File: config.mk
export PLATFORM = sky130hd
export DESIGN_NAME = mbca_cfg
export DESIGN_NICKNAME = d
export VERILOG_FILES = /design/src/mbca_pkg.sv /design/src/mbca_cfg.sv
export SDC_FILE = /design/constraint.sdc
export NUM_CORES = 1
export LEC_CHECK = 0
export BUFFER_PORTS_ARGS = -buffer_cell sky130_fd_sc_hd__buf_2
export CAP_MARGIN = 30
export CORE_AREA = 2 2 113 115
export DETAILED_ROUTE_END_ITERATION = 8
export DIE_AREA = 0 0 115 117
export GPL_ROUTABILITY_DRIVEN = 0
export HOLD_SLACK_MARGIN = 0.08
export PLACE_DENSITY = 0.74
export SLEW_MARGIN = 20
export SYNTH_ARGS = -nofsm -noshare
export SYNTH_HDL_FRONTEND = slang
export SYNTH_SLANG_ARGS = --single-unit
File: constraint.sdc
create_clock -name clk -period 4 [get_ports clk]
set_input_delay 0.8 -clock clk [delete_from_list [all_inputs] [get_ports clk]]
set_output_delay 0.8 -clock clk [all_outputs]
set_load 0.02 [all_outputs]
File: src/mbca_pkg.sv
// ----------------------------------------------------------------------------
// mbca_pkg
// Shared types and constants of the Margolus block automaton engine:
// command and result codes, register indexes, sequencer states and the
// register file view.
// ----------------------------------------------------------------------------
package mbca_pkg;

  // Tile index width inside a run: a grid is at most 64 x 64 tiles.
  localparam int IDX_W = 13;

  // Command codes
  localparam logic [1:0] CMD_WRITE = 2'd0;
  localparam logic [1:0] CMD_RUN   = 2'd1;
  localparam logic [1:0] CMD_READ  = 2'd2;

  // Result kinds
  localparam logic KIND_READ     = 1'b0;
  localparam logic KIND_RUN_DONE = 1'b1;

  // Register indexes
  localparam logic [2:0] REG_RULE_TABLE      = 3'd0;
  localparam logic [2:0] REG_WIDTH_TILES     = 3'd1;
  localparam logic [2:0] REG_HEIGHT_TILES    = 3'd2;
  localparam logic [2:0] REG_ODD_FIRST       = 3'd3;
  localparam logic [2:0] REG_ITERATION_COUNT = 3'd4;

  localparam logic [63:0] RULE_RESET = 64'hFEDC_BA98_7654_3210;

  // Neighbor roles of an odd step; bit 1 selects the north row, bit 0 the
  // west column.
  localparam logic [1:0] ROLE_CENTER    = 2'd0;
  localparam logic [1:0] ROLE_WEST      = 2'd1;
  localparam logic [1:0] ROLE_NORTH     = 2'd2;
  localparam logic [1:0] ROLE_NORTHWEST = 2'd3;

  // Gather / scatter masks of the odd partition
  localparam logic [63:0] MASK_CI_LO = 64'h1555_1555_1555_1555;
  localparam logic [63:0] MASK_CI_HI = 64'h0000_2aaa_2aaa_2aaa;
  localparam logic [63:0] MASK_W     = 64'h0000_0000_0000_5554;
  localparam logic [63:0] MASK_N_HI  = 64'h0002_0002_0002_0002;
  localparam logic [63:0] MASK_N_LO  = 64'h0001_0001_0001_0000;

  typedef struct packed {
    logic [63:0] rule_table;
    logic [6:0]  width_tiles;
    logic [6:0]  height_tiles;
    logic        odd_first;
    logic [15:0] iteration_count;
  } cfg_t;

  typedef enum logic [3:0] {
    ST_IDLE,
    ST_READ,
    ST_DIMS,
    ST_FIT,
    ST_STEP_START,
    ST_EVEN,
    ST_CLEAR,
    ST_GATHER,
    ST_SCATTER,
    ST_STEP_END,
    ST_DONE
  } state_t;

endpackage

File: src/mbca_cfg.sv
// ----------------------------------------------------------------------------
// mbca_cfg
// APB register file: rule table, grid size, start phase, step count.
// ----------------------------------------------------------------------------
module mbca_cfg
  import mbca_pkg::*;
(
  input  logic        clk,
  input  logic        rst,
  input  logic        psel,
  input  logic        penable,
  input  logic        pwrite,
  input  logic [5:0]  paddr,
  input  logic [63:0] pwdata,
  output logic [63:0] prdata,
  output logic        pready,
  output cfg_t        cfg
);

  logic       wr_en;
  logic [2:0] reg_idx;

  assign pready  = 1'b1;
  assign reg_idx = paddr[5:3];
  assign wr_en   = psel & penable & pwrite & pready;

  always_ff @(posedge clk) begin
    if (rst) begin
      cfg.rule_table      <= RULE_RESET;
      cfg.width_tiles     <= 7'd1;
      cfg.height_tiles    <= 7'd1;
      cfg.odd_first       <= 1'b0;
      cfg.iteration_count <= 16'd0;
    end else if (wr_en) begin
      case (reg_idx)
        REG_RULE_TABLE:      cfg.rule_table      <= pwdata;
        REG_WIDTH_TILES:     cfg.width_tiles     <= pwdata[6:0];
        REG_HEIGHT_TILES:    cfg.height_tiles    <= pwdata[6:0];
        REG_ODD_FIRST:       cfg.odd_first       <= pwdata[0];
        REG_ITERATION_COUNT: cfg.iteration_count <= pwdata[15:0];
        default: ;
      endcase
    end
  end

  always_comb begin
    case (reg_idx)
      REG_RULE_TABLE:      prdata = cfg.rule_table;
      REG_WIDTH_TILES:     prdata = {57'd0, cfg.width_tiles};
      REG_HEIGHT_TILES:    prdata = {57'd0, cfg.height_tiles};
      REG_ODD_FIRST:       prdata = {63'd0, cfg.odd_first};
      REG_ITERATION_COUNT: prdata = {48'd0, cfg.iteration_count};
      default:             prdata = '0;
    endcase
  end

endmodule

# --- Word level (Yosys, flattened, before mapping) ---
# Index checks and enable logic that the tools add are counted.
# W data, S select, Z words.
classes:
  eq_ne: 4
  muxes: 1
  n_bitwise: 2
  n_reduce_logical: 6
op_table:
  columns: ["op", "n"]
  rows:
  - ["$pmux W64 S5", 1]
  - ["$reduce_and A2 Y1", 5]
  - ["$eq A3 B2 Y1 const B", 2]
  - ["$eq A3 B1 Y1 const B", 1]
  - ["$eq A3 B3 Y1 const B", 1]
  - ["$logic_not A3 Y1", 1]
  - ["$and A1 B1 Y1", 2]
word_totals:
  ff_bits: 95
  in_bits: 75
  out_inout_bits: 160
  elab_cells: 18

# --- Depth between registers and ports, before layout ---
# Gate-level depths: netlist of run 1.
logic_depth:
  ltp_word: 3
  mapped_depth: 6
  mapped_depth_nobuf: 3

# --- Worst setup path before layout of run 1 ---
# Ideal clock, no wire load.
synth_timing:
  path_type: "input to output"
  from: "input paddr[4]"
  to: "output prdata[2]"
  t_arrival_ps: 1779
  required_time_ps: 3200
  slack_ps: 1421
  cell_stages: 4
  path_buffers: 2
  cell_sequence: "or2_1 > buf_6 > clkbuf_1 > o211ai_1"
synth_between:
  elab_chain_cells: 2
  elab_cells_between_ends: 6
  classes_between: "eq/ne: 4; mux: 1; reduce/logical: 1"
synth_lines:
  columns: ["element", "line", "rtl"]
  rows:
  - ["start, declared", "mbca_cfg.sv:13", "input logic [5:0] paddr,"]
  - ["$eq A3 B3 Y1 (tied with other cells)", "mbca_cfg.sv:47", "case (reg_idx)"]
  - ["$pmux W64 S5 *", "mbca_cfg.sv:47", null]
  - ["end, declared", "mbca_cfg.sv:15", "output logic [63:0] prdata,"]
# Mark *: on every way between the ends. The rest lies on a longest branch, timed or not.

# --- Final worst setup path of run 1 ---
layout_timing:
  from: "input paddr[4]"
  to: "output prdata[19]"
# The elaborated chain is that of the path after synthesis.

==> metrics.cfg, run 1 <==
[synthesis]
synthesis.nets=618
netlist_area_um2=4600
ys_ff_latch=95
yosysSeqAreaShare_pct=41.4
avgSynthCellArea_um2=8.46
synth.top_cell.area_share_pct=41.4
yosysWarnings=0
synth_top_area_cell=dfxtp_1
ys_top_cells_by_area=dfxtp_1 41%, mux2i_1 13%, and2_1 6.5%, nor2_1 6.3%, o21ai_0 5.9%
synth_cells=543
yosysUniqueCellTypes=33

[timing]
hold_ws_ps=488
fin_ws_ps=937
fin_setup_tns_ps=0
finalSetupViolCount=0
relSlewSlack_pct=53.4
slew_viol_final=0
fmax_mhz=327
grt_setup_unrepaired=no
fin_crit_sh_pct=76.6
min_period_ps=3060
fin_worst_skew_ps=0
timing_hold_violations_final=0
tightest_slew_ps=699

[placement]
preCtsSetupSlack_ps=909
placed_cell_area_um2=5730
io_buffers=230
dp_hpwl_mm=8.95

[critical_path]
crit_type=input port to output port
critical_path_arrival_ps=2260
critPathMostFrequentCell=buf_2
cpPeakStageDelay_ps=470
cp-start-kind=input port
critPathCaptureType=output port
cp.required_ps=3200
critPathSlowestCell=or2_2
cp_cell_sequence=buf_2, or2_2, nor2_2, buf_4, and2_1, buf_2
cp_max_fo=48
r2r_slack_ps=3210

[floorplan]
start_util_pct=37.3
io_pins=235
num_rows=41
dieArea_um2=13500
die_h_um=117
core-area_um2=12300
dieWidth_um=115

[clock_tree]
clockBufferDepth=2
cts_tree=built
clock-sinks=95
clk-insertion-delay-late_ps=330
root_buffer=clkbuf_16
clk_pin_slew_worst_paths_ps=60
cts_setup_buffers=0
cts_made_buffers=9
htreeDepth=3
cts_resized=0
ctsHoldBuffers=0

[flow_run]
maxCapViolations=0

[cells_and_area]
mostFrequentLayoutCells=229 x buf_2, 95 x dfxtp_1, 76 x nor2_1
layout.area.seq_um2=1900
fill_cells=1221
reg.largest.list=cfg x95
fin_util_pct=49.1
final_common_cell=buf_2
final_nets=817
finalInstanceArea_um2=6050
multi_input_area_um2=2420
area_delta_synth_final_pct=31.6
top_register=cfg
drive_above_1_share_pct=34.8
largest_register_ffs=95

[status]
status=finished clean

[power_and_ir_drop]
leakage_nw=2.79
p_comb_share_pct=10.0
power.density_nw_per_um2=337
switching_share_pct=23.2
pwr-share-clk_pct=43.0
pwr-share-seq_pct=47.0
ir_drop_mv=0.150
p_int_mw=1.57
power_switching_uw=472

[grt]
grt_pass1_vias=3832
grt_max_degree=74
grt_usage_pct=18.2
antenna_found_initial=1
grt_pass1_wl_mm=19.3
grt_overflow=0

[drt]
wl_per_cell_um=14.3
routed_wl_mm=12.8
num_vias=4394
drc=0
post_drt_via_cell_ratio=4.89
antenna_left=0
first_pass_iters=5
drt-initial-drc-count=367

[min_path]
hp-class=flip-flop to flip-flop

==> worst paths after layout <==
| kind | startpoint | endpoint | cells past startpoint |
|---|---|---|---|
| setup reg to reg | cfg[13] | cfg[13] | 3 |
| setup / recovery | paddr[4] | prdata[19] | 6 |
| hold reg to reg | cfg[52] | cfg[52] | 2 |
| hold / removal | cfg[52] | cfg[52] | 2 |
==> per-layer routing <==
layer  global-route usage [%]  vias to the layer above  routed length [µm]
met5                        0                        -                   0
met4                     4.74                        0                 125
met3                     3.86                        9                 837
met2                     31.0                      169                6300
met1                     23.5                     1999                5570
li1                         -                     2217                   -
==> layout make-up <==
type	instances	area share, %
Clock buffer	14	4.53
Antenna cell	1	0.0414
Multi-Input combinational cell	398	40.0
Timing Repair Buffer	238	20.3
Tap cell	150	3.10
Sequential cell	95	31.4
Clock inverter	2	0.621
==> cell families after synthesis <==
logic type,after synthesis,share of synthesized area [%]
flops,95,41.4
other cells,1,0.0816
mux,62,13.5
buf+inv,50,6.04
compound gates,107,12.1
simple gates,228,26.9
==> cells in the mapped netlist (all sizes together) <==
master / number
a21oi: 34
a22oi: 1
and2: 48
and3b: 1
and4b: 1
buf: 25
clkbuf: 25
conb: 1
dfxtp: 95
mux2: 1
mux2i: 61
nand2: 7
nand2b: 28
nand3: 32
nand3b: 8
nand4: 2
nand4b: 1
nor2: 79
nor2b: 17
nor3b: 2
o211ai: 6
o21ai: 65
o22ai: 1
or2: 2
==> stage by stage <==
stage / power, mW / instances
2_1_floorplan: 1.11 / 543
3_3_place_gp: 1.18 / 881
3_5_place_dp: 1.18 / 881
4_1_cts: 2.07 / 897
5_1_grt: 2.12 / 897
6_report: 2.04 / 898
==> critical path: cells and delay by family <==
family	cells	cell delay [ps]
buffers and inverters	3	670
AND/OR/NAND/NOR	3	770
==> power groups by stage <==
| stage | logic, mW | clock network, mW | registers, mW |
|---|---|---|---|
| finish | 0.204 | 0.877 | 0.958 |
| global route | 0.223 | 0.941 | 0.958 |
| CTS | 0.205 | 0.904 | 0.958 |
| detailed placement | 0.205 | 0 | 0.979 |
| global placement | 0.204 | 0 | 0.979 |
| floorplan | 0.119 | 0 | 0.987 |
Power figures use the tool's default switching activity.
==> run 2: changes to the inputs <==
- clock period: 4 -> 3.2 ns (I/O delays scaled with it)
==> run 2 against run 1 <==
- sequential power rose by 25%
- critical path depth is 1 lower
- wire length rose by 1.1%
- power is 25% higher
- clock skew unchanged
- hold slack improved by 1.1 ps
- count of clock-buffer cells in the layout decreased by 3
- critical path type unchanged
- largest cell class unchanged
==> metrics.cfg, run 2 (synthesis results as in run 1) <==
[grt]
grt_pass1_vias=3894  ; +1.6%
grt_overflow=0  ; unchanged
grt_max_degree=73  ; -1.4%
antenna_found_initial=1  ; unchanged
grt_usage_pct=18.5  ; +0.30 points
grt_pass1_wl_mm=19.5  ; +1.2%

[critical_path]
timing.rr.end=cfg[13]
crit_type=input port to output port
cp.required_ps=2560  ; -640 ps
critical_path_arrival_ps=2020  ; -240 ps
startpoint=paddr[5]
ff2ff_path_depth=3  ; unchanged
cp_max_fo=23  ; -52%
r2r_start=cfg[13]
critPathCaptureType=output port
r2r_slack_ps=2410  ; -800 ps
cp-start-kind=input port
endpoint=prdata[4]

[clock_tree]
cts_setup_buffers=0  ; unchanged
clk_pin_slew_worst_paths_ps=60  ; about the same
cts_resized=0  ; unchanged
root_buffer=clkbuf_16
ctsHoldBuffers=0  ; unchanged
clk-insertion-delay-late_ps=330  ; about the same
clockBufferDepth=2  ; unchanged
cts_made_buffers=9  ; unchanged
clock-sinks=95  ; unchanged
cts_tree=built
htreeDepth=3  ; unchanged

[timing]
fin_worst_skew_ps=0  ; unchanged
grt_setup_unrepaired=no
timing_hold_violations_final=0  ; unchanged
finalSetupViolCount=0  ; unchanged
slew_viol_final=0  ; unchanged
tightest_slew_ps=698  ; -0.750 ps
relSlewSlack_pct=53.5  ; about the same
fmax_mhz=375
min_period_ps=2660
fin_crit_sh_pct=83.3
fin_setup_tns_ps=0  ; unchanged
hold_ws_ps=489  ; +1.08 ps

[min_path]
hp-class=flip-flop to flip-flop

[power_and_ir_drop]
power.density_nw_per_um2=418  ; +24%
power_switching_uw=607  ; +29%
leakage_nw=2.81  ; +0.74%
pwr-share-seq_pct=47.1  ; about the same
p_comb_share_pct=10.1  ; about the same
ir_drop_mv=0.198  ; +32%
switching_share_pct=23.9  ; +0.70 points
pwr-share-clk_pct=42.8  ; -0.2 points
p_int_mw=1.94  ; +24%

[drt]
drt-initial-drc-count=300  ; -18%
met1_length_mm=5.74  ; +3.0%
routed_wl_mm=13.0  ; +1.1%
drc=0  ; unchanged
antenna_left=0  ; unchanged
met2_length_mm=6.27  ; -0.38%
wl_met3_um=796  ; -4.9%
first_pass_iters=4  ; -1
num_vias=4439  ; +1.0%
top_layer_used=met4
wl_per_cell_um=14.4  ; +0.75%
post_drt_via_cell_ratio=4.93  ; +0.69%

[placement]
dp_hpwl_mm=9.16  ; +2.3%
io_buffers=230  ; unchanged
post-place-cells=884  ; +0.34%

[cells_and_area]
reg.largest.list=cfg x95
final_nets=820  ; +0.37%
stdcell_count=901  ; +0.33%
fill_cells=1213  ; -0.66%
final_common_cell=buf_2
area_delta_synth_final_pct=32.3
largest_register_ffs=95  ; unchanged
mostFrequentLayoutCells=229 x buf_2, 95 x dfxtp_1, 76 x nor2_1
top_register=cfg
multi_input_area_um2=2420  ; unchanged
drive_above_1_share_pct=35.3  ; +0.53 points
layout.area.seq_um2=1900  ; unchanged

[floorplan]
start_util_pct=37.3  ; unchanged
die_h_um=117  ; unchanged
num_rows=41  ; unchanged
io_pins=235  ; unchanged
core-area_um2=12300  ; unchanged
dieArea_um2=13500  ; unchanged
dieWidth_um=115  ; unchanged

[status]
status=finished clean

[flow_run]
maxCapViolations=0  ; unchanged

run 2: worst max-delay path: stages:
cell and delay (ps):
buf_2 320, nor3b_1 640, nand2_1 110, o211ai_1 110
buf_2 190
run 2: area by class of cell:
type	count	area share, %
clock inverter	5	0.926
timing repair buffer	241	20.7
tap	150	3.09
antenna	1	0.0412
sequential	95	31.3
multi-input combinational	398	39.8
clock buffer	11	4.16
run 2: per-stage QoR:
step | setup WS, ps | total power [mW] | area (µm²) | util, %
after detailed placement | 546 | 1.48 | 5770 | 46.9
after CTS | 533 | 2.58 | 6080 | 49.4
after global placement | 541 | 1.48 | 5770 | 46.9
after floorplan | 941 | 1.38 | 4600 | -
final | 535 | 2.54 | 6080 | 49.4
after global routing | 389 | 2.64 | 6080 | 49.4
run 2: how the worst min path moves through the flow:
stage / cells after the start / start / endpoint
after floorplan: 2 / cfg[28] / cfg[28]
after detailed placement: 2 / cfg[62] / cfg[62]
after global placement: 2 / cfg[58] / cfg[58]
after CTS: 2 / cfg[62] / cfg[62]
final: 2 / cfg[52] / cfg[52]
after global routing: 2 / cfg[68] / cfg[68]
run 2: per-layer routing:
metal | vias to the layer above | GRT usage, %
li1 | 2232 | -
met1 | 2035 | 22.8
met2 | 160 | 32.1
met3 | 12 | 3.60
met4 | 0 | 6.75
met5 | - | 0
run 2: power by group through the flow:
stage / Combinational, mW / Clock, mW / Sequential (mW)
final: 0.258 / 1.09 / 1.20
after detailed placement: 0.258 / 0 / 1.22
after CTS: 0.259 / 1.12 / 1.20
after floorplan: 0.149 / 0 / 1.23
after global placement: 0.256 / 0 / 1.22
after global routing: 0.282 / 1.16 / 1.20
==> run 3: changes to the inputs <==
- PLACE_DENSITY: 0.74 -> 0.77
- clock period: 3.2 -> 2.2 ns (I/O delays scaled with it)
==> run 3 against run 2 <==
- global-route usage up 0.59 points
- critical path depth up 1
- utilization up 0.73 points
- power up 46%
- setup slack worse by 350 ps
- sequential cell count unchanged
- critical path type unchanged
==> metrics.cfg, run 3 (synthesis results as in run 1) <==
[status]
status=finished clean

[timing]
relSlewSlack_pct=60.4  ; +6.9 points
fmax_mhz=496
hold_ws_ps=345  ; -144 ps
min_period_ps=2020
fin_worst_skew_ps=0  ; unchanged
fin_setup_tns_ps=0  ; unchanged
grt_setup_unrepaired=no
fin_crit_sh_pct=91.7
tightest_slew_ps=594  ; -104 ps
finalSetupViolCount=0  ; unchanged
slew_viol_final=0  ; unchanged
timing_hold_violations_final=0  ; unchanged

[floorplan]
die_h_um=117  ; unchanged
io_pins=235  ; unchanged
dieArea_um2=13500  ; unchanged
num_rows=41  ; unchanged
dieWidth_um=115  ; unchanged
start_util_pct=37.3  ; unchanged
core-area_um2=12300  ; unchanged

[placement]
post-place-cells=895  ; +1.2%
dp_hpwl_mm=9.75  ; +6.5%
io_buffers=230  ; unchanged

[power_and_ir_drop]
p_total_mw=3.71  ; +46%
power.density_nw_per_um2=601  ; +44%
ir_drop_mv=0.305  ; +54%
leakage_nw=2.86  ; +1.9%

[drt]
wl_per_cell_um=14.7  ; +2.1%
post_drt_via_cell_ratio=4.94  ; +0.17%
antenna_left=0  ; unchanged
num_vias=4496  ; +1.3%
drt-initial-drc-count=279  ; -7.0%
first_pass_iters=5  ; +1
routed_wl_mm=13.4  ; +3.2%
drc=0  ; unchanged

[grt]
use_met1_pct=23.0  ; +0.17 points
antenna_found_initial=0  ; -1
grt_busiest_layer=met2
grt_pass1_wl_mm=20.0  ; +2.4%
grt_usage_pct=19.1  ; +0.59 points
grt_max_degree=58  ; -21%
use_met3_pct=4.53  ; +0.93 points
grt_overflow=0  ; unchanged
grt_pass1_vias=3940  ; +1.2%
use_met2_pct=33.6  ; +1.5 points

[clock_tree]
cts_resized=0  ; unchanged
clk-insertion-delay-late_ps=330  ; about the same
clk_pin_slew_worst_paths_ps=70  ; about the same
root_buffer=clkbuf_16
clockBufferDepth=2  ; unchanged
ctsHoldBuffers=0  ; unchanged
htreeDepth=3  ; unchanged
cts_tree=built
clock-sinks=95  ; unchanged
cts_setup_buffers=0  ; unchanged
cts_made_buffers=9  ; unchanged

[cells_and_area]
reg.largest.list=cfg x95
fill_cells=1193  ; -1.6%
final_nets=831  ; +1.3%
mostFrequentLayoutCells=229 x buf_2, 95 x dfxtp_1, 76 x nor2_1
fin_util_pct=50.1  ; +0.73 points
layout.area.seq_um2=1900  ; unchanged
area_delta_synth_final_pct=34.3
largest_register_ffs=95  ; unchanged
final_common_cell=buf_2
stdcell_count=911  ; +1.1%
top_register=cfg
drive_above_1_share_pct=36.1  ; +0.80 points
multi_input_area_um2=2420  ; unchanged
insertedDiodeCount=0  ; -1

[critical_path]
cp-start-kind=input port
cp.required_ps=1760  ; -800 ps
cp_max_fo=40  ; +74%
critPathCaptureType=output port
crit_type=input port to output port
critical_path_arrival_ps=1580  ; -440 ps

[flow_run]
maxCapViolations=0  ; unchanged

[min_path]
hp-class=input port to flip-flop

-- run 3: layer usage --
metal / part of all wire (%) / vias to the layer above
met1: 43 / 2063
met2: 48 / 156
met5: 0 / -
met4: 1.5 / 0
li1: - / 2263
met3: 6.8 / 14
-- run 3: worst max-delay path, stage by stage --
cell    delay, ps
buf_2         100
or2_2         340
nor2_2        170
buf_12        200
and2_1        150
buf_2         160
-- run 3: path summary, 6_finish.rpt --
path | startpoint | to | slack, ps | cells after the start
hold reg to reg | cfg[62] | cfg[62] | 490 | 2
setup / recovery | paddr[4] | prdata[48] | 180 | 6
setup reg to reg | cfg[12] | cfg[12] | 1410 | 3
hold / removal | pwdata[21] | cfg[52] | 340 | 3
-- run 3: final cells by class --
type / count / area share (%)
Sequential cell: 95 / 30.8
Clock inverter: 5 / 1.03
Multi-Input combinational cell: 398 / 39.2
Tap cell: 150 / 3.04
Clock buffer: 11 / 3.93
Timing Repair Buffer: 252 / 22.0
-- run 3: stage by stage --
step                area, µm²  setup slack, ps
CTS                      6170              184
floorplan                4600              341
global placement         5860              209
detailed placement       5860              193
finish                   6170              183
global route             6170              110
-- run 3: power breakdown --
part / internal (mW) / switching, mW
clock network: 0.922 / 0.656
logic: 0.155 / 0.237
registers: 1.73 / 0.00996
total: 2.81 / 0.902
